===== src/rtl/core/ill_ram.sv =====
// Generic single write port RAM with one registered read port.
module ill_ram #(
    parameter int unsigned WIDTH = 8,
    parameter int unsigned DEPTH = 16
) (
    input  logic                     clk,
    input  logic                     we,
    input  logic [$clog2(DEPTH)-1:0] waddr,
    input  logic [WIDTH-1:0]         wdata,
    input  logic [$clog2(DEPTH)-1:0] raddr,
    output logic [WIDTH-1:0]         rdata
);

    logic [WIDTH-1:0] mem_reg [DEPTH];
    logic [WIDTH-1:0] rdata_reg;

    always_ff @(posedge clk)
    begin
        if (we)
        begin
            mem_reg[waddr] <= wdata;
        end
        rdata_reg <= mem_reg[raddr];
    end

    assign rdata = rdata_reg;

endmodule


===== config.mk =====
export PLATFORM = sky130hd
export DESIGN_NAME = ill_ram
export DESIGN_NICKNAME = d
export VERILOG_FILES = /design/src/rtl/core/ill_ram.sv
export SDC_FILE = /design/constraint.sdc
export NUM_CORES = 1
export LEC_CHECK = 0
export BUFFER_PORTS_ARGS = -buffer_cell sky130_fd_sc_hd__clkbuf_2
export CORE_UTILIZATION = 65
export CTS_CLUSTER_DIAMETER = 80
export DETAILED_ROUTE_END_ITERATION = 10
export PLACE_DENSITY_LB_ADDON = 0.1
export RECOVER_POWER = 50
export SETUP_SLACK_MARGIN = 0.15
export SYNTH_ARGS = -nofsm -noshare
export SYNTH_HDL_FRONTEND = slang
export SYNTH_SLANG_ARGS = --single-unit

===== constraint.sdc =====
create_clock -name clk -period 5.01 [get_ports clk]
set_clock_uncertainty 0.15 [all_clocks]
set_input_delay 1.002 -clock clk [delete_from_list [all_inputs] [get_ports clk]]
set_output_delay 1.002 -clock clk [all_outputs]
set_load 0.005 [all_outputs]

# After elaboration in Yosys (flattened, before gate mapping)
# Memories as Yosys holds them, arrays and structs flattened. A register that Yosys moved wholly into a read port is not among the register bits.
# Index checks and enable logic that the tools add are counted.
dict set report op_classes {
  shifts 0
  reduce_logical 0
  bitwise 0
  eq_ne 0
  n_mux 2
  n_mul 0
  magnitude_cmp 0
  div_mod_pow 0
  addsub 0
}
# operator n
set ops {}
lappend ops {{$mux 1} 2}
dict set report totals {
  inputBits 18
  ramBits 128
  out_inout_bits 8
  latchBits 0
  n_memories 1
  mem_bits_ro 0
  word_cells 3
  register_bits 0
}
# memory depth width rd rd_ports_with_merged_regs wr line_no
set memory_table {}
lappend memory_table {mem_reg 16 8 1 1 1 14} ;# logic [WIDTH-1:0] mem_reg [DEPTH];

# Longest topological paths before layout
dict set report depth {
  word_depth 2
  depth_mapped 5
}

# Worst setup path before layout
# No wires, ideal clock.
dict set report synth_path {
  kind {input to register}
  from {in waddr[2]}
  to {mem mem_reg[0][0], enable pin}
  slack_ns 2.365
  stages 2
  required_time_ns 4.477
  arrival_ns 2.112
  cell_sequence {or3b_2 -> nor3_1}
}
# item line_no
set synth_rtl {}
lappend synth_rtl {{from (decl)} 8} ;# input logic [$clog2(DEPTH)-1:0] waddr,
lappend synth_rtl {{to (decl)} 14}
# No word-level cell before the write port.

==> flow_metrics.env <==
export IMPL_die_area_sq_um=8279
export IMPL_remaining_drc_errors=0
export IMPL_num_rows=32
export IMPL_start_util_pct=66.96
export IMPL_synth_edf_count=128
export IMPL_grtUsageTotal_pct=26.82
export IMPL_antenna_found_initial=0
export IMPL_die_width_um=90.99
export IMPL_synth_top_family_by_area="multiplexers"
export IMPL_yosys_area_share_simple_pct=3.184
export IMPL_hp_start="mem_reg[13][3]$_DFFE_PP_"
export IMPL_fin_area_sq_um=5958
export IMPL_grt_overflow=0
export IMPL_cts_resized_gates=0
export IMPL_via_per_inst=6.504
export IMPL_fin_tns_setup_ps=0
export IMPL_root_buffer="clkbuf_8"
export IMPL_vias=2491
export IMPL_final_nets=286
export IMPL_worstReg2RegEnd="rdata[4]$_DFF_P_"
export IMPL_synth_cells=229
export IMPL_postCtsSetupRepairBufs=0
export IMPL_final_setup_viol_count=0
export IMPL_relSlewSlack_pct=32.40
export IMPL_grt_pass1_vias=2546
export IMPL_synth_compound_area_share_pct=2.333
export IMPL_seqCellArea_sq_um=4004
export IMPL_power_total_mw=2.701
export IMPL_ff2ff_setup_slack_ps=3420
export IMPL_syn_nets=247
export IMPL_die_h_um=90.99
export IMPL_ir_worst_vdd_v=0.0002976
export IMPL_cts_max_path_buffers=2
export IMPL_gp_congestion=0.6933
export IMPL_fin_crit_sh_pct=53.57
export IMPL_clock_latency_ps=520
export IMPL_synth_seq_cells=136
export IMPL_reg2reg_depth=3
export IMPL_port_buffer_count=25
export IMPL_dr_pass1_iters=6
export IMPL_fmax_mhz=372.6
export IMPL_synth_xor_area_share_pct=0
export IMPL_hold_buffers=0
export IMPL_p_per_area_nw_per_um2=453.3
export IMPL_ys_seq_area_share_pct=77.78
export IMPL_grt_max_degree=33
export IMPL_pin_count=26
export IMPL_routed_wl_mm=10.00
export IMPL_async_flop_share_pct=0
export IMPL_hpwl_mm=5.595
export IMPL_largest_reg_flops=128
export IMPL_hold_ws_ps=533.2
export IMPL_cts_made_buffers=17
export IMPL_hold_end="rdata[3]$_DFF_P_"
export IMPL_stdcell_count=383
export IMPL_cap_violations=0
export IMPL_final_max_slew_violation_count=0
export IMPL_clock_sinks=136
export IMPL_avgRoutedWirePerCell_um=26.12
export IMPL_tightest_slew_ps=1010
export IMPL_rsz0062_at_grt="false"
export IMPL_layout_drive_gt1_share_pct=23.84
export IMPL_layout_min_cycle_time_ps=2684
export IMPL_antenna_cells=0
export IMPL_critPathMaxFanout=20
export IMPL_crit_type="in -> reg"
export IMPL_rr_startpoint="mem_reg[0][4]$_DFFE_PP_"
export IMPL_netlist_area_sq_um=5147
export IMPL_cp_required_ps=5260
export IMPL_cts_max_level=4
export IMPL_final_common_cell="edfxtp_1"
export IMPL_critPathArrivalTime_ps=2940
export IMPL_endpoint_kind="flop"
export IMPL_multi_input_area_sq_um=1057
export IMPL_drt_initial_drc_count=243
export IMPL_avgSynthCellArea_sq_um=22.48
export IMPL_synthAdderAreaFrac_pct=0
export IMPL_status="finished clean"
export IMPL_n_fill_cell=408
export IMPL_synth_area_mux_share_pct=15.02
export IMPL_final_cell_mix="edfxtp_1 (128), mux4_2 (18), a22oi_1 (16), clkbuf_16 (16), clkbuf_2 (16)"
export IMPL_areaGrowthSynthToFinish_pct=15.75
export IMPL_ys_flop_type="edfxtp_1"
export IMPL_hold_viol=0
export IMPL_synth_distinct_cells=19
export IMPL_dp_cells=351
export IMPL_clk_pin_slew_worst_paths_ps=60
export IMPL_hold_path_class="reg -> reg"
export IMPL_worstSetupStartpointType="input pin"
export IMPL_leakagePower_nw=1.991
export IMPL_yosysWarnings=0
export IMPL_critPathLaunch="raddr[0]"
export IMPL_cts_tree="done"
export IMPL_ant_nets=0
export IMPL_grt_pass1_wl_mm=14.87
export IMPL_placed_area_sq_um=5351
export IMPL_hold_path_depth=3
export IMPL_core_sq_um=7687
-- metal layers --
layer | wire length [um] | GRT usage (%) | up-vias
li1 | - | - | 1057
met1 | 3977 | 36.13 | 1301
met2 | 5257 | 42.42 | 122
met3 | 670 | 8.208 | 11
met4 | 97 | 9.524 | 0
met5 | 0 | 0 | -
-- worst max path at each step --
stage | endpoint | slack, ps | depth (start not counted)
after global placement | rdata[3]$_DFF_P_ | 1770 | 5
after CTS | rdata[3]$_DFF_P_ | 2300 | 5
after global routing | rdata[3]$_DFF_P_ | 2200 | 5
final | rdata[3]$_DFF_P_ | 2330 | 5
after detailed placement | rdata[3]$_DFF_P_ | 1770 | 5
after floorplan | mem_reg[0][0]$_DFFE_PP_ | 2370 | 2
-- where the power goes --
part           internal [mW]  leakage (nW)  switching (mW)
registers               1.27          1.22         0.00846
clock network          0.853         0.298           0.457
logic                 0.0449         0.469          0.0647
-- worst max-delay path, cell delays in order --
cell and delay, ps:
clkbuf_2 560, buf_4 380, mux4_1 610, a22oi_1 290, nand2_1 80
-- cell families after synthesis --
logic type | Yosys count
AO/OA/AOI/OAI | 16
AND/OR/NAND/NOR | 35
flip-flops | 136
multiplexers | 32
buffers and inverters | 10
-- cell usage after synthesis, types with 2 or more instances --
master / number / area share (%)
nor2_1: 13 / 0.95
clkdlybuf4s25_2: 3 / 0.58
a22oi_1: 16 / 2.3
nand3b_1: 2 / 0.29
mux4_2: 18 / 7.9
nand2_1: 9 / 0.66
nand2b_1: 2 / 0.24
nor3_1: 4 / 0.39
buf_6: 3 / 0.66
mux4_1: 14 / 7.1
edfxtp_1: 128 / 75
buf_2: 3 / 0.29
dfxtp_1: 8 / 3.1
-- stage by stage --
step                      utilization [%]  setup WS (ps)
after floorplan                         -           2365
after global placement              69.61           1768
after detailed placement            69.61           1774
after CTS                           77.70           2298
after global routing                77.51           2203
final                               77.51           2326
-- final cells by class --
class / instances / area share, %
flip-flops and latches: 136 / 67.20
multi-input cells: 83 / 17.74
clock buffers: 18 / 7.014
clock inverters: 14 / 3.423
repair buffers: 30 / 2.478
well taps: 102 / 2.142
(Power assumes the default switching activity.)
