**config.mk**
```make
export PLATFORM = sky130hd
export DESIGN_NAME = ill_ctrl
export DESIGN_NICKNAME = d
export VERILOG_FILES = /design/src/rtl/core/ill_pkg.sv /design/src/rtl/core/ill_ctrl.sv
export SDC_FILE = /design/constraint.sdc
export NUM_CORES = 1
export LEC_CHECK = 0
export ABC_AREA = 1
export BUFFER_PORTS_ARGS = -buffer_cell sky130_fd_sc_hd__buf_2
export CAP_MARGIN = 20
export CORE_MARGIN = 3
export CORE_UTILIZATION = 35
export DETAILED_ROUTE_END_ITERATION = 12
export GPL_TIMING_DRIVEN = 0
export PLACE_DENSITY = 0.63
export SLEW_MARGIN = 30
export SYNTH_ARGS = -nofsm -noshare
export SYNTH_HDL_FRONTEND = slang
export SYNTH_SLANG_ARGS = --single-unit
```
**constraint.sdc**
```tcl
create_clock -name clk -period 1.82 [get_ports clk]
set_clock_uncertainty 0.15 [all_clocks]
set_input_delay 0 -clock clk [delete_from_list [all_inputs] [get_ports clk]]
set_output_delay 0 -clock clk [all_outputs]
set_load 0.05 [all_outputs]
```
**src/rtl/core/ill_pkg.sv**
```systemverilog
// Shared types, codes and helpers of the indexed linked list engine.
package ill_pkg;

    localparam int unsigned MAX_IDS = 1024;
    localparam int unsigned ID_W    = 10;
    localparam int unsigned ADDR_W  = $clog2(MAX_IDS);
    localparam int unsigned ACT_W   = 3;

    typedef enum logic [ACT_W-1:0] {
        ACT_FIRST  = 3'd0,
        ACT_BEFORE = 3'd1,
        ACT_AFTER  = 3'd2,
        ACT_REMOVE = 3'd3,
        ACT_QUERY  = 3'd4
    } act_t;

    typedef enum logic [1:0] {
        ST_OK      = 2'd0,
        ST_ANCHOR  = 2'd1,
        ST_PRESENT = 2'd2,
        ST_ABSENT  = 2'd3
    } status_t;

    typedef struct packed {
        logic              we;
        logic [ADDR_W-1:0] waddr;
        logic [ID_W-1:0]   wdata;
        logic [ADDR_W-1:0] raddr;
    } link_req_t;

    typedef struct packed {
        logic              we;
        logic [ADDR_W-1:0] waddr;
        logic              wdata;
        logic [ADDR_W-1:0] raddr;
    } pres_req_t;

    typedef struct packed {
        status_t         status;
        logic [ID_W-1:0] head;
        logic [ID_W-1:0] prev;
        logic [ID_W-1:0] next;
        logic            present;
    } result_t;

    // id 0 means none; ids at or above the table depth are never stored
    function automatic logic id_usable(input logic [ID_W-1:0] id);
        return (id != '0) && (32'(id) < MAX_IDS);
    endfunction

    function automatic logic [ADDR_W-1:0] id_addr(input logic [ID_W-1:0] id);
        return ADDR_W'(id);
    endfunction

endpackage

```
**src/rtl/core/ill_ctrl.sv**
```systemverilog
// Sequencer of the list engine: reads links, decides, writes links back, holds the head.
module ill_ctrl (
    input  logic                      clk,
    input  logic                      rst_n,
    input  logic                      in_valid,
    output logic                      in_ready,
    input  logic [ill_pkg::ACT_W-1:0] in_action,
    input  logic [ill_pkg::ID_W-1:0]  in_anchor,
    input  logic [ill_pkg::ID_W-1:0]  in_item,
    output logic                      res_valid,
    input  logic                      res_ready,
    output ill_pkg::result_t          res,
    output ill_pkg::link_req_t        next_req,
    input  logic [ill_pkg::ID_W-1:0]  next_rdata,
    output ill_pkg::link_req_t        prev_req,
    input  logic [ill_pkg::ID_W-1:0]  prev_rdata,
    output ill_pkg::pres_req_t        pres_req,
    input  logic                      pres_rdata
);

    typedef enum logic [2:0] {
        S_CLEAR,
        S_IDLE,
        S_READ,
        S_EXEC,
        S_LINK2,
        S_DONE
    } state_t;

    state_t                        state_reg, state_next;
    logic [ill_pkg::ADDR_W-1:0]    clr_cnt_reg, clr_cnt_next;
    logic [ill_pkg::ID_W-1:0]      head_reg, head_next;
    logic [ill_pkg::ACT_W-1:0]     action_reg, action_next;
    logic [ill_pkg::ID_W-1:0]      anchor_reg, anchor_next;
    logic [ill_pkg::ID_W-1:0]      item_reg, item_next;
    logic                          pres_item_reg, pres_item_next;
    logic [ill_pkg::ID_W-1:0]      a_prev_reg, a_prev_next;
    logic [ill_pkg::ID_W-1:0]      a_next_reg, a_next_next;
    ill_pkg::result_t              res_reg, res_next;

    logic accept;
    logic item_ok;
    logic item_in;
    logic anchor_in;

    assign in_ready  = (state_reg == S_IDLE) || ((state_reg == S_DONE) && res_ready);
    assign accept    = in_valid && in_ready;
    assign res_valid = (state_reg == S_DONE);
    assign res       = res_reg;

    // in the execute cycle the link RAMs return the item's own links
    assign item_ok   = ill_pkg::id_usable(item_reg);
    assign item_in   = item_ok && pres_item_reg;
    assign anchor_in = ill_pkg::id_usable(anchor_reg) && pres_rdata;

    always_comb
    begin
        state_next     = state_reg;
        clr_cnt_next   = clr_cnt_reg;
        head_next      = head_reg;
        action_next    = action_reg;
        anchor_next    = anchor_reg;
        item_next      = item_reg;
        pres_item_next = pres_item_reg;
        a_prev_next    = a_prev_reg;
        a_next_next    = a_next_reg;
        res_next       = res_reg;

        next_req.we    = 1'b0;
        next_req.waddr = ill_pkg::id_addr(item_reg);
        next_req.wdata = '0;
        next_req.raddr = ill_pkg::id_addr(item_reg);
        prev_req.we    = 1'b0;
        prev_req.waddr = ill_pkg::id_addr(item_reg);
        prev_req.wdata = '0;
        prev_req.raddr = ill_pkg::id_addr(item_reg);
        pres_req.we    = 1'b0;
        pres_req.waddr = ill_pkg::id_addr(item_reg);
        pres_req.wdata = 1'b0;
        pres_req.raddr = ill_pkg::id_addr(item_reg);

        case (state_reg)
            S_CLEAR:
            begin
                pres_req.we    = 1'b1;
                pres_req.waddr = clr_cnt_reg;
                pres_req.wdata = 1'b0;
                clr_cnt_next   = clr_cnt_reg + 1'b1;
                if (clr_cnt_reg == ill_pkg::ADDR_W'(ill_pkg::MAX_IDS - 1))
                begin
                    state_next = S_IDLE;
                end
            end
            S_IDLE:
            begin
                state_next = S_IDLE;
            end
            S_READ:
            begin
                // anchor links (or item links) arrive; now fetch item links and anchor presence
                pres_item_next = pres_rdata;
                a_prev_next    = prev_rdata;
                a_next_next    = next_rdata;
                next_req.raddr = ill_pkg::id_addr(item_reg);
                prev_req.raddr = ill_pkg::id_addr(item_reg);
                pres_req.raddr = ill_pkg::id_addr(anchor_reg);
                state_next     = S_EXEC;
            end
            S_EXEC:
            begin
                state_next       = S_DONE;
                res_next.status  = ill_pkg::ST_OK;
                res_next.prev    = '0;
                res_next.next    = '0;
                res_next.present = 1'b0;
                case (action_reg)
                    ill_pkg::ACT_FIRST, ill_pkg::ACT_BEFORE, ill_pkg::ACT_AFTER:
                    begin
                        if (!item_ok)
                        begin
                            res_next.status = ill_pkg::ST_ABSENT;
                        end
                        else if (pres_item_reg)
                        begin
                            res_next.status  = ill_pkg::ST_PRESENT;
                            res_next.prev    = prev_rdata;
                            res_next.next    = next_rdata;
                            res_next.present = 1'b1;
                        end
                        else if (action_reg == ill_pkg::ACT_FIRST)
                        begin
                            if (head_reg != '0)
                            begin
                                res_next.status = ill_pkg::ST_ANCHOR;
                            end
                            else
                            begin
                                prev_req.we      = 1'b1;
                                prev_req.wdata   = '0;
                                next_req.we      = 1'b1;
                                next_req.wdata   = '0;
                                pres_req.we      = 1'b1;
                                pres_req.wdata   = 1'b1;
                                head_next        = item_reg;
                                res_next.present = 1'b1;
                            end
                        end
                        else if (!anchor_in)
                        begin
                            res_next.status = ill_pkg::ST_ANCHOR;
                        end
                        else if (action_reg == ill_pkg::ACT_BEFORE)
                        begin
                            prev_req.we      = 1'b1;
                            prev_req.wdata   = a_prev_reg;
                            next_req.we      = 1'b1;
                            next_req.wdata   = anchor_reg;
                            pres_req.we      = 1'b1;
                            pres_req.wdata   = 1'b1;
                            if (head_reg == anchor_reg)
                            begin
                                head_next = item_reg;
                            end
                            res_next.prev    = a_prev_reg;
                            res_next.next    = anchor_reg;
                            res_next.present = 1'b1;
                            state_next       = S_LINK2;
                        end
                        else
                        begin
                            prev_req.we      = 1'b1;
                            prev_req.wdata   = anchor_reg;
                            next_req.we      = 1'b1;
                            next_req.wdata   = a_next_reg;
                            pres_req.we      = 1'b1;
                            pres_req.wdata   = 1'b1;
                            res_next.prev    = anchor_reg;
                            res_next.next    = a_next_reg;
                            res_next.present = 1'b1;
                            state_next       = S_LINK2;
                        end
                    end
                    ill_pkg::ACT_REMOVE:
                    begin
                        if (!item_in)
                        begin
                            res_next.status = ill_pkg::ST_ABSENT;
                        end
                        else
                        begin
                            next_req.we    = ill_pkg::id_usable(prev_rdata);
                            next_req.waddr = ill_pkg::id_addr(prev_rdata);
                            next_req.wdata = next_rdata;
                            prev_req.we    = ill_pkg::id_usable(next_rdata);
                            prev_req.waddr = ill_pkg::id_addr(next_rdata);
                            prev_req.wdata = prev_rdata;
                            pres_req.we    = 1'b1;
                            pres_req.wdata = 1'b0;
                            if (head_reg == item_reg)
                            begin
                                head_next = next_rdata;
                            end
                        end
                    end
                    default:
                    begin
                        // query; spare action codes behave the same
                        if (item_in)
                        begin
                            res_next.prev    = prev_rdata;
                            res_next.next    = next_rdata;
                            res_next.present = 1'b1;
                        end
                        else
                        begin
                            res_next.status = ill_pkg::ST_ABSENT;
                        end
                    end
                endcase
                res_next.head = head_next;
            end
            S_LINK2:
            begin
                // neighbour and anchor links of a successful insert
                if (action_reg == ill_pkg::ACT_BEFORE)
                begin
                    next_req.we    = ill_pkg::id_usable(a_prev_reg);
                    next_req.waddr = ill_pkg::id_addr(a_prev_reg);
                    next_req.wdata = item_reg;
                    prev_req.we    = 1'b1;
                    prev_req.waddr = ill_pkg::id_addr(anchor_reg);
                    prev_req.wdata = item_reg;
                end
                else
                begin
                    prev_req.we    = ill_pkg::id_usable(a_next_reg);
                    prev_req.waddr = ill_pkg::id_addr(a_next_reg);
                    prev_req.wdata = item_reg;
                    next_req.we    = 1'b1;
                    next_req.waddr = ill_pkg::id_addr(anchor_reg);
                    next_req.wdata = item_reg;
                end
                state_next = S_DONE;
            end
            S_DONE:
            begin
                if (res_ready)
                begin
                    state_next = S_IDLE;
                end
            end
            default:
            begin
                state_next = S_IDLE;
            end
        endcase

        if (accept)
        begin
            action_next    = in_action;
            anchor_next    = in_anchor;
            item_next      = in_item;
            pres_req.raddr = ill_pkg::id_addr(in_item);
            if ((in_action == ill_pkg::ACT_BEFORE) || (in_action == ill_pkg::ACT_AFTER))
            begin
                next_req.raddr = ill_pkg::id_addr(in_anchor);
                prev_req.raddr = ill_pkg::id_addr(in_anchor);
            end
            else
            begin
                next_req.raddr = ill_pkg::id_addr(in_item);
                prev_req.raddr = ill_pkg::id_addr(in_item);
            end
            state_next = S_READ;
        end
    end

    always_ff @(posedge clk or negedge rst_n)
    begin
        if (!rst_n)
        begin
            state_reg     <= S_CLEAR;
            clr_cnt_reg   <= '0;
            head_reg      <= '0;
            action_reg    <= '0;
            anchor_reg    <= '0;
            item_reg      <= '0;
            pres_item_reg <= 1'b0;
            a_prev_reg    <= '0;
            a_next_reg    <= '0;
            res_reg       <= '0;
        end
        else
        begin
            state_reg     <= state_next;
            clr_cnt_reg   <= clr_cnt_next;
            head_reg      <= head_next;
            action_reg    <= action_next;
            anchor_reg    <= anchor_next;
            item_reg      <= item_next;
            pres_item_reg <= pres_item_next;
            a_prev_reg    <= a_prev_next;
            a_next_reg    <= a_next_next;
            res_reg       <= res_next;
        end
    end

    a_accept_reads: assert property (@(posedge clk) disable iff (!rst_n)
        accept |=> (state_reg == S_READ))
        else $error("accepted word did not start the link read");

    a_insert_head: assert property (@(posedge clk) disable iff (!rst_n)
        ((state_reg == S_EXEC) && (res_next.status == ill_pkg::ST_OK) &&
         ((action_reg == ill_pkg::ACT_FIRST) || (action_reg == ill_pkg::ACT_BEFORE) ||
          (action_reg == ill_pkg::ACT_AFTER))) |=> (head_reg != '0))
        else $error("successful insert left the list without a head");

    a_link2_addr: assert property (@(posedge clk) disable iff (!rst_n)
        ((state_reg == S_LINK2) && next_req.we) |-> (next_req.waddr != '0))
        else $error("neighbour link written at the none id");

    a_pres_item: assert property (@(posedge clk) disable iff (!rst_n)
        ((state_reg == S_EXEC) && pres_req.we) |->
            (pres_req.waddr == ill_pkg::id_addr(item_reg)))
        else $error("presence written away from the item id");

    a_res_present: assert property (@(posedge clk) disable iff (!rst_n)
        (res_valid && res_reg.present) |->
            ((res_reg.status == ill_pkg::ST_OK) || (res_reg.status == ill_pkg::ST_PRESENT)))
        else $error("present item reported with a failing status");

endmodule

```
* Word level (Yosys, flattened, before mapping) *
Index checks and enable logic that the tools add are counted.

word-level totals
  register bits after elaboration = 90
  input bits = 48
  logic and storage cells = 127

operators by class
  equality and inequality tests = 23
  mux-type cells = 71
  add/subtract/negate cells = 1
  reduce and logical (&&, ||, !) cells = 19

operator list
  kind                                            number
  two-way mux 10 bit                              26
  two-way mux 21 bit                              9
  case mux 21 bit (2 select lines)                3
  nonzero test 10 bit                             7
  case mux 10 bit (2 select lines)                3
  == test 10 bit                                  2
  two-way mux 20 bit                              1
  two-way mux 1 bit                               16
  == test 3 x 2 -> 1 bit (second input constant)  5
  != test 3 bit (second input constant)           5
  case mux 3 bit (5 select lines)                 1
  adder 10 x 1 -> 10 bit (second input constant)  1
  == test 10 bit (second input constant)          1
  two-way mux 2 bit                               5
  AND reduction 10 bit                            1
  == test 3 x 1 -> 1 bit (second input constant)  3
  two-way mux 3 bit                               3
  != test 2 bit (second input constant)           4
  case mux 1 bit (2 select lines)                 4
  == test 3 bit (second input constant)           2
  zero test 3 bit                                 2
  logical AND 1 bit                               4
  != test 3 x 1 -> 1 bit (second input constant)  1
  OR reduction 3 bit                              1
  other kinds (3)                                 4

* Longest topological paths before layout *
Gate-level depths: netlist of run 1.

  depth after elaboration = 9
  mapped depth = 12
  depth with buffers taken out = 11

* Worst setup path after synthesis of run 1 *
No wires, ideal clock.

  path type = flip-flop to output port
  start point = register state_reg[0]
  end point = output port pres_req[9] in the netlist's numbering
  cell stages (with the launch flop) = 8
  path slack = -905 ps
  arrival time = 2575 ps
  path through = dfrtp_1 -> inv_2 -> nor2_1 -> inv_2 -> nor2_2 -> nand2_2 -> clkbuf_1 -> o21ai_0

RTL lines
  what                      RTL line         text
  start: declaration        ill_ctrl.sv:30   state_t state_reg, state_next;
  start signal: assignment  ill_ctrl.sv:295  state_reg <= state_next;
  end: declaration          ill_ctrl.sv:17   output ill_pkg::pres_req_t pres_req,

==> flow_metrics.env, run 1 <==
export IMPL_hold_class="input pin to register"
export IMPL_via_count=8663
export IMPL_cp_num_buf_inv=6
export IMPL_fin_crit_ns=2.26
export IMPL_syn_num_nets=1078
export IMPL_diodes=0
export IMPL_largest_register_ff_count=33
export IMPL_io_pins=167
export IMPL_tritoncts="yes"
export IMPL_p_per_area_mw_per_mm2=2230
export IMPL_clk_insertion_delay_late_ns=0.37
export IMPL_cts_made_buffers=9
export IMPL_clkTransAtPathRegs_ns=0.07
export IMPL_grt_overflow_total=0
export IMPL_slew_headroom_pct=50.3
export IMPL_final_hold_violation_count=0
export IMPL_cp_top_family="buffers and inverters"
export IMPL_syn_cell_area_mm2=0.00643
export IMPL_coreArea_mm2=0.0177
export IMPL_cts_num_sinks=90
export IMPL_ys_flop_type="dfrtp_1"
export IMPL_drt_iter0_drc=935
export IMPL_synth_edf_count=0
export IMPL_worst_path_max_delay_cell="dfrtp_2"
export IMPL_fin_area_mm2=0.0121
export IMPL_avgViaCountPerCell=5.41
export IMPL_wl_per_cell_um=20.3
export IMPL_cp_slowest_stage_delay_ns=0.42
export IMPL_status="complete, but fails checks"
export IMPL_ir_drop_uv=1680
export IMPL_critPathMaxFanout=4
export IMPL_setup_violations=136
export IMPL_layout_drive_gt1_share_pct=52.2
export IMPL_ys_ff_latch=90
export IMPL_antenna_found_initial=0
export IMPL_clk_path_buf_depth=2
export IMPL_violations="setup timing"
export IMPL_yosysWarnings=0
export IMPL_fmax_mhz=442
export IMPL_synth_cell_types=36
export IMPL_grt_max_degree=51
export IMPL_num_rows=48
export IMPL_required_ns=1.67
export IMPL_cts_max_level=3
export IMPL_cp_cell_sequence="inv_4 > nor2_4 > inv_2 > nor2_4 > buf_4 > buf_6 > nand2_4 > buf_6 > nand2_4 > nand2_2 > o21ai_2 > o21ai_4 > buf_6"
export IMPL_syn_inst=1029
export IMPL_synth_async_reset_ratio_pct=100
export IMPL_syn_avg_cell_area_um2=6.25
export IMPL_grt_use_total_pct=30.8
export IMPL_start_util_pct=36.4
export IMPL_setup_worst_path_end_class="output pin"
export IMPL_cp_arrival_ns=2.11
export IMPL_layout_common_cells="359 x nand2_1, 96 x nand2_2, 87 x buf_2, 82 x buf_4, 76 x buf_6"
export IMPL_dr_pass1_iters=6
export IMPL_die_x_um=142
export IMPL_fin_nets=1420
export IMPL_cp_start_kind="register"
export IMPL_place_area_mm2=0.00795
export IMPL_ant_nets=0
export IMPL_drc=0
export IMPL_power_leakage_uw=0.00611
export IMPL_hpwl_um=20400
export IMPL_layout_commonest_cell="nand2_1"
export IMPL_cts_root_buf="clkbuf_16"
export IMPL_cpMostUsedCell="buf_6"
export IMPL_ys_seq_area_share_pct=35.0
export IMPL_crit_type="register to output pin"
export IMPL_layout_setup_ws_ns=-0.440
export IMPL_dieArea_mm2=0.0200
export IMPL_routed_wl_um=32500
export IMPL_die_y_um=142
export IMPL_tightest_slew_ns=0.745
export IMPL_place_gp_congestion=0.978
export IMPL_grt_pass1_vias=8526
export IMPL_final_max_slew_viol_count=0
export IMPL_area_growth_pct=87.7
export IMPL_period_share_pct=124
export IMPL_maxCapViolCount=0
export IMPL_portBuffers=166
export IMPL_rsz0062_at_grt="true"
export IMPL_dpl_cell_count=1421
export IMPL_grt_pass1_wl_um=47900
export IMPL_stdcell_count=1601
-- worst register-to-register path: cells and delay by family (launching register included) --
kind	cells	cell delay [ns]
buf+inv	5	0.61
simple gates	7	0.63
compound gates	1	0.21
flops	1	0.44
-- metal layers --
layer / routed length (um) / vias to the layer above / global-route usage [%] / share of wire [%]
met1: 12500 / 4039 / 39.7 / 38
met2: 15100 / 567 / 50.3 / 46
li1: - / 3931 / - / -
met3: 3220 / 126 / 6.40 / 9.9
met5: 0 / - / 0 / 0
met4: 1730 / 0 / 12.5 / 5.3
-- metrics by stage --
| step | setup WS, ns | utilization, % | hold slack, ns | power (uW) | setup TNS [ns] |
|---|---|---|---|---|---|
| 5_1_grt | -0.522 | 68.4 | 0.249 | 28100 | -45.93 |
| 2_1_floorplan | -0.186 | - | -0.446 | 13800 | -2.54 |
| 3_5_place_dp | -0.734 | 45.0 | -0.206 | 17300 | -41.29 |
| 4_1_cts | -0.379 | 61.4 | 0.190 | 24200 | -29.42 |
| 3_3_place_gp | -0.708 | 44.8 | 0.0928 | 17300 | -64.02 |
| 6_report | -0.440 | 68.4 | 0.240 | 26900 | -35.61 |
-- cell families (layout without fill, tap and decap cells) --
family | Yosys count | count (layout) | share of synthesized area (%)
AND/OR/NAND/NOR | 654 | 657 | 42.3
AO/OA/AOI/OAI | 123 | 123 | 10.4
XOR/XNOR | 13 | 13 | 1.77
flip-flops | 90 | 90 | 35.0
adder cells (fa/ha/maj) | 1 | 1 | 0.194
multiplexers | 1 | 1 | 0.156
buffers and inverters | 147 | 491 | 10.1
-- synth_stat cells, drive strengths merged (2+ instances only) --
| cell | instances | area [um2] |
|---|---|---|
| buf | 39 | 244 |
| a21oi | 7 | 35.0 |
| o21ai | 101 | 521 |
| nor2 | 48 | 205 |
| nand2 | 496 | 1870 |
| inv | 82 | 308 |
| nand3 | 92 | 538 |
| clkbuf | 26 | 97.6 |
| xnor2 | 6 | 52.6 |
| nor3 | 4 | 20.0 |
| nor4 | 4 | 25.0 |
| xor2 | 7 | 61.3 |
| dfrtp | 90 | 2250 |
| o211ai | 11 | 82.6 |
| or2 | 2 | 12.5 |
| nand4 | 7 | 43.8 |
-- area by class of cell --
cell class | instances | area (um2)
buffer | 60 | 624
clock buffer | 9 | 225
clock inverter | 7 | 77.6
fill | 1387 | 5580
inverter | 82 | 353
multi-input combinational | 795 | 5010
sequential | 90 | 2290
tap | 225 | 282
timing repair buffer | 332 | 3200
timing repair inverter | 1 | 16.3
-- path summary, 6_finish.rpt --
path                                          start                         to  slack [ns]  cells after the start
min reg2reg                     res[14]$_DFFE_PN0P_        res[14]$_DFFE_PN0P_        0.32                      2
max reg2reg                 item_reg[8]$_DFFE_PN0P_         res[9]$_DFFE_PN0P_       -0.31                     13
max in group asynchronous                     rst_n    item_reg[4]$_DFFE_PN0P_        0.39                      4
min in group asynchronous                     rst_n  a_prev_reg[3]$_DFFE_PN0P_        0.50                      3
max                        state_reg[0]$_DFFE_PN0P_                pres_req[1]       -0.44                     13
min                                       res_ready   state_reg[1]$_DFFE_PN0P_        0.24                      6
-- power by group --
group	total [uW]	switching (uW)	internal, uW
logic	21300	13200	8040
registers	3700	832	2870
clock network	1990	908	1080
total	26900	15000	12000
-- timing repair --
action | 4_1_cts | 5_1_grt
hold endpoints to repair | 164 | 0
setup buffers | 73 | 39
cloned | 14 | 3
setup endpoints to repair | 142 | 162
pin swaps | 40 | 85
gates resized for setup | 464 | 302
hold buffers | 48 | 0
No activity file was read; power rests on OpenSTA's default activity.
==> run 2, diff against run 1 <==
Settings changed: SETUP_SLACK_MARGIN set to 0.2.
==> run 2 against run 1 <==
The flow still finishes with violations (setup timing). Worst hold slack got worse by 0.17 ns. Register-to-register slack improved by 0.06 ns. Via count rose by 2.0%. Global-route usage barely moved. Non-clock buffer count rose by 10. First-iteration DRC count rose by 4.8%. Fmax fell by 0.39%. Largest cell class unchanged.
==> flow_metrics.env, run 2 (same netlist as run 1, synthesis figures left out) <==
export IMPL_post_place_ws_ns=-0.589
export IMPL_layout_drive_gt1_share_pct=50.4
export IMPL_required_ns=1.67
export IMPL_holdPathStages=5
export IMPL_largest_register_ff_count=33
export IMPL_groute_layer_met1_usage_pct=40.1
export IMPL_io_pins=167
export IMPL_crit_type="register to output pin"
export IMPL_hold_class="input pin to register"
export IMPL_layout_setup_ws_ns=-0.449
export IMPL_r2r_cells=13
export IMPL_diodes=0
export IMPL_grt_busiest_layer="met2"
export IMPL_avgViaCountPerCell=5.48
export IMPL_die_y_um=142
export IMPL_dieArea_mm2=0.0200
export IMPL_via_count=8836
export IMPL_place_gp_congestion=0.959
export IMPL_r2r_end="res[25]$_DFFE_PN0P_"
export IMPL_final_util_pct=69.5
export IMPL_grt_use_met3_pct=8.09
export IMPL_num_rows=48
export IMPL_worst_path_max_delay_cell="dfrtp_1"
export IMPL_r2r_start="item_reg[9]$_DFFE_PN0P_"
export IMPL_clk_path_buf_depth=2
export IMPL_grt_overflow_total=0
export IMPL_slew_headroom_pct=60.6
export IMPL_tritoncts="yes"
export IMPL_fin_crit_ns=2.27
export IMPL_cts_root_buf="clkbuf_16"
export IMPL_routed_wl_um=33900
export IMPL_grt_pass1_vias=8265
export IMPL_layout_commonest_cell="nand2_1"
export IMPL_layout_common_cells="365 x nand2_1, 100 x nand2_2, 92 x buf_6, 82 x buf_2, 81 x buf_4"
export IMPL_hpwl_um=20000
export IMPL_dpl_cell_count=1421
export IMPL_status="complete, but fails checks"
export IMPL_setup_worst_path_end_class="output pin"
export IMPL_drc=0
export IMPL_rrSetupSlack_ns=-0.25
export IMPL_cp_top_family="simple AND/OR/NAND/NOR gates"
export IMPL_p_per_area_mw_per_mm2=2250
export IMPL_met2_usage_pct=48.8
export IMPL_hp_start="res_ready"
export IMPL_grt_pass1_wl_um=47400
export IMPL_cp_cell_sequence="buf_6 > nor2_4 > nand3_4 > o21ai_4 > nor2_4 > clkinvlp_4 > nand2_2 > nand2_2 > nand2_2 > nand3_4 > buf_8"
export IMPL_setup_violations=118
export IMPL_fmax_mhz=441
export IMPL_ir_drop_uv=1670
export IMPL_fin_area_mm2=0.0123
export IMPL_cp_slowest_stage_delay_ns=0.35
export IMPL_portBuffers=166
export IMPL_coreArea_mm2=0.0177
export IMPL_cp_num_buf_inv=3
export IMPL_clkTransAtPathRegs_ns=0.07
export IMPL_ant_nets=0
export IMPL_critPathMaxFanout=5
export IMPL_tightest_slew_ns=0.591
export IMPL_cts_max_level=3
export IMPL_dr_pass1_iters=5
export IMPL_cts_made_buffers=9
export IMPL_antenna_found_initial=0
export IMPL_start_util_pct=36.4
export IMPL_stdcell_count=1611
export IMPL_final_max_slew_viol_count=0
export IMPL_maxCapViolCount=0
export IMPL_grt_use_total_pct=30.8
export IMPL_drt_iter0_drc=980
export IMPL_cp_arrival_ns=2.12
export IMPL_fin_nets=1430
export IMPL_cp_start_kind="register"
export IMPL_final_hold_violation_count=0
export IMPL_hold_end="state_reg[0]$_DFFE_PN0P_"
export IMPL_cts_num_sinks=90
export IMPL_place_area_mm2=0.00834
export IMPL_period_share_pct=125
export IMPL_die_x_um=142
export IMPL_power_leakage_uw=0.00615
export IMPL_cpMostUsedCell="nand2_2"
export IMPL_clk_insertion_delay_late_ns=0.36
export IMPL_area_growth_pct=90.8
export IMPL_violations="setup timing"
export IMPL_wl_per_cell_um=21.0
export IMPL_rsz0062_at_grt="true"
export IMPL_grt_max_degree=52
## run 2: changes by cell type in the layout (fill, tap and decap cells not counted), sizes merged
cell,previous run,this run
inv,83,81
dlygate4sd3,48,49
clkbuf,30,32
dlymetal6s4s,0,1
clkinvlp,0,5
buf,323,330
bufinv,1,2
clkinv,6,1
## run 2: area by class of cell
| class | count | area, um2 |
|---|---|---|
| Timing Repair inverter | 1 | 7.51 |
| Multi-Input combinational cell | 795 | 5070 |
| Sequential cell | 90 | 2280 |
| Clock inverter | 6 | 90.1 |
| Clock buffer | 10 | 239 |
| Fill cell | 1352 | 5390 |
| Buffer | 65 | 736 |
| Tap cell | 225 | 282 |
| Inverter | 82 | 345 |
| Timing Repair Buffer | 337 | 3220 |
## run 2: timing repair
item,CTS,global route
resized for setup,419,212
hold buffers,50,0
setup endpoints to repair,168,168
hold endpoints to repair,162,0
setup buffers,82,27
cloned,10,5
pin swaps,27,34
## run 2: worst max path at each step
stage	from	to	depth (start not counted)
2_1_floorplan	state_reg[0]$_DFFE_PN0P_	prev_req[3]	10
3_3_place_gp	state_reg[1]$_DFFE_PN0P_	pres_req[6]	6
3_5_place_dp	state_reg[1]$_DFFE_PN0P_	pres_req[4]	6
4_1_cts	item_reg[4]$_DFFE_PN0P_	prev_req[20]	10
5_1_grt	item_reg[5]$_DFFE_PN0P_	prev_req[20]	11
6_report	item_reg[5]$_DFFE_PN0P_	prev_req[20]	11
## run 2: tightest hold or removal path, stage by stage
cell and delay, ns:
buf_2 0.10, nor2_4 0.05, nand2_1 0.10, dlymetal6s4s_1 0.24
nand2_1 0.06
## run 2: power by group
group          switching, uW  internal [uW]
Sequential               746           2850
Combinational          13600           8300
Clock                    897           1240
Total                  15300          12400
## run 2: layer usage
layer  share of wire, %  vias to the layer above  wire, um
li1                   -                     3947         -
met1                 37                     4159     12700
met2                 46                      588     15700
met3                 11                      142      3670
met4                5.5                        0      1860
met5                  0                        -         0
## run 2: stage by stage
stage | power [uW] | hold WS, ns | TNS, ns
after floorplan | 14500 | -0.446 | -0.803
after global placement | 17900 | 0.106 | -66.57
after detailed placement | 18000 | -0.214 | -33.07
after CTS | 25000 | 0.0606 | -21.89
after global routing | 28700 | 0.110 | -37.26
final | 27600 | 0.0747 | -29.73
==> run 3, diff against run 2 <==
Settings changed: ABC_AREA 1 to not set, PLACE_DENSITY 0.63 to 0.64.
==> run 3 against run 2 <==
The run still ends with setup timing left. Worst hold slack lost 0.058 ns. Critical path depth shrank 4. Largest power group unchanged. Register-to-register slack lost 0.56 ns. Die area shrank 14%. Sequential power grew 6.4%. Cell count shrank 29%. Core utilization grew 1.6 points. Synthesized cell count shrank 41%. Combinational power shrank 22%. Clock-buffer cell count grew 1.
==> flow_metrics.env, run 3 <==
export IMPL_fmax_mhz=346
export IMPL_hold_class="input pin to register"
export IMPL_slew_headroom_pct=52.8
export IMPL_p_per_area_mw_per_mm2=2140
export IMPL_dieArea_mm2=0.0172
export IMPL_synth_async_reset_ratio_pct=100
export IMPL_status="complete, but fails checks"
export IMPL_power_leakage_uw=0.00505
export IMPL_drt_iter0_drc=633
export IMPL_diodes=0
export IMPL_multi_input_area_mm2=0.00430
export IMPL_crit_type="register to output pin"
export IMPL_grt_pass1_wl_um=38700
export IMPL_grt_max_degree=64
export IMPL_cp_start_kind="register"
export IMPL_num_rows=45
export IMPL_cp_arrival_ns=2.74
export IMPL_syn_cell_area_mm2=0.00548
export IMPL_ys_seq_area_share_pct=41.1
export IMPL_synth_area_top_cells="dfrtp_1 41%, nand2_1 11%, mux2_2 8.4%, mux2i_1 7.3%, o211ai_1 4.1%"
export IMPL_maxCapViolCount=0
export IMPL_violations="setup timing"
export IMPL_final_hold_violation_count=0
export IMPL_die_y_um=131
export IMPL_layout_commonest_cell="buf_2"
export IMPL_avgViaCountPerCell=5.72
export IMPL_syn_inst=605
export IMPL_routed_wl_um=27500
export IMPL_syn_num_nets=654
export IMPL_cp_slowest_stage_delay_ns=0.58
export IMPL_worst_path_max_delay_cell="or4_4"
export IMPL_ir_drop_uv=1670
export IMPL_layout_setup_ws_ns=-1.07
export IMPL_ant_nets=0
export IMPL_final_max_slew_viol_count=0
export IMPL_tritoncts="yes"
export IMPL_rsz0062_at_grt="true"
export IMPL_cts_num_sinks=90
export IMPL_critPathMaxFanout=8
export IMPL_cts_max_level=3
export IMPL_synth_most_common_cell="nand2_1"
export IMPL_period_share_pct=159
export IMPL_syn_avg_cell_area_um2=9.06
export IMPL_area_sequential_mm2=0.00228
export IMPL_yosysWarnings=0
export IMPL_area_growth_pct=97.9
export IMPL_grt_use_total_pct=28.8
export IMPL_dpl_cell_count=983
export IMPL_setup_worst_path_end_class="output pin"
export IMPL_cp_cell_sequence="buf_6 > nor4_4 > a311o_2 > or4_4 > buf_8 > o211ai_1 > buf_4"
export IMPL_setup_violations=173
export IMPL_layout_drive_gt1_share_pct=60.1
export IMPL_synth_top_family_by_area="simple AND/OR/NAND/NOR gates"
export IMPL_clk_insertion_delay_late_ns=0.36
export IMPL_layout_common_cells="91 x buf_2, 89 x nand2_1, 79 x buf_6, 77 x buf_4, 70 x dfrtp_1"
export IMPL_fin_crit_ns=2.89
export IMPL_via_count=6584
export IMPL_coreArea_mm2=0.0153
export IMPL_cts_root_buf="clkbuf_16"
export IMPL_synth_edf_count=0
export IMPL_portBuffers=166
export IMPL_synth_top_area_share_pct=41.1
export IMPL_hpwl_um=15800
export IMPL_synth_adder_area_share_pct=0.228
export IMPL_post_place_ws_ns=-1.34
export IMPL_cp_top_family="compound AO/OA/AOI/OAI gates"
export IMPL_place_gp_congestion=0.934
export IMPL_grt_overflow_total=0
export IMPL_cp_num_buf_inv=3
export IMPL_grt_pass1_vias=6567
export IMPL_dr_pass1_iters=5
export IMPL_synth_largest_area_cell="dfrtp_1"
export IMPL_largest_register_ff_count=33
export IMPL_drc=0
export IMPL_synth_cell_types=45
export IMPL_ys_ff_latch=90
export IMPL_required_ns=1.67
export IMPL_ys_flop_type="dfrtp_1"
export IMPL_start_util_pct=35.9
export IMPL_wl_per_cell_um=23.9
export IMPL_die_x_um=131
export IMPL_antenna_found_initial=1
export IMPL_cts_made_buffers=9
export IMPL_synthXorXnorAreaFrac_pct=5.11
export IMPL_stdcell_count=1151
export IMPL_synth_compound_area_share_pct=13.0
export IMPL_clk_path_buf_depth=2
export IMPL_tightest_slew_ns=0.707
export IMPL_clkTransAtPathRegs_ns=0.06
export IMPL_yosys_top_cells_count="156 x nand2_1, 90 x dfrtp_1, 41 x mux2_2"
export IMPL_fin_nets=984
export IMPL_io_pins=167
export IMPL_synthMuxAreaShare_pct=15.7
export IMPL_fillerInstances=1021
export IMPL_synthSimpleGateAreaFrac_pct=20.2
[run 3: changes by cell type in the layout (fill, tap and decap cells not counted), sizes merged, moves of 39 or more]
cell and delta:
nand3 -78, nand2 -342, mux2 +41, o21ai -66, mux2i +39, inv -78
[run 3: layer usage]
metal / global-route usage, % / vias up / part of all wire (%)
li1: - / 2807 / -
met1: 35.0 / 3228 / 35
met2: 48.5 / 444 / 50
met4: 10.7 / 2 / 4.6
met3: 8.69 / 103 / 9.6
met5: 0 / - / 0.029
[run 3: kinds of logic (layout without fill, tap and decap cells)]
logic type | Yosys count | in the layout
and+or+nand+nor | 242 | 242
DFF | 90 | 90
muxes | 81 | 81
xor gates and xnor gates | 32 | 32
AOI/OAI and AO/OA | 103 | 104
buffers and inverters | 56 | 390
adders and majority gates | 1 | 1
[run 3: power breakdown]
part	switching [uW]	leakage [uW]	total, uW	internal, uW
clock network	851	0.000180	2370	1520
registers	939	0.00109	3830	2890
logic	10100	0.00378	17000	6910
[run 3: worst register-to-register path, cell delays in order, from the launching register on]
cell and delay, ns:
dfrtp_2 0.51, or4_4 0.22, nor3_1 0.07, or4_4 0.54, a2111oi_4 0.48, clkbuf_16 0.25, mux2_4 0.30
[run 3: area by class of cell]
| type | instances | share of cell area (%) |
|---|---|---|
| Timing Repair Buffer | 318 | 27.0 |
| Buffer | 53 | 6.39 |
| Sequential cell | 90 | 21.0 |
| Tap cell | 211 | 2.43 |
| Clock inverter | 5 | 1.15 |
| Inverter | 3 | 0.104 |
| Clock buffer | 11 | 2.24 |
| Multi-Input combinational cell | 460 | 39.7 |
[run 3: stage by stage]
step | hold WS (ns) | utilization [%] | setup TNS, ns | total power [uW] | instance area (um2)
2_1_floorplan | -0.446 | - | -61.22 | 12600 | 6120
3_3_place_gp | 0.0689 | 47.3 | -142.62 | 15400 | 7210
3_5_place_dp | -0.260 | 47.5 | -113.66 | 15500 | 7250
4_1_cts | 0.0207 | 64.3 | -77.39 | 21000 | 9810
5_1_grt | 0.0270 | 71.1 | -119.75 | 24000 | 10800
6_report | 0.0171 | 71.1 | -109.32 | 23200 | 10800
[run 3: final timing paths]
path / startpoint / end / slack [ns] / depth (start not counted)
max in group asynchronous: rst_n / res[25]$_DFFE_PN0P_ / 0.38 / 4
min in group asynchronous: rst_n / res[12]$_DFFE_PN0P_ / 0.49 / 3
setup / recovery: item_reg[5]$_DFFE_PN0P_ / next_req[16] / -1.07 / 7
hold / removal: in_valid / item_reg[9]$_DFFE_PN0P_ / 0.02 / 5
hold reg to reg: res[10]$_DFFE_PN0P_ / res[10]$_DFFE_PN0P_ / 0.37 / 2
setup reg to reg: anchor_reg[6]$_DFFE_PN0P_ / res[23]$_DFFE_PN0P_ / -0.81 / 6
[run 3: repair_timing]
action	CTS	global route
pin swaps	29	40
hold buffers	47	0
setup endpoints to repair	174	175
gates resized for setup	336	187
setup buffers	51	43
endpoints found under the hold margin	165	0
gates cloned	6	5
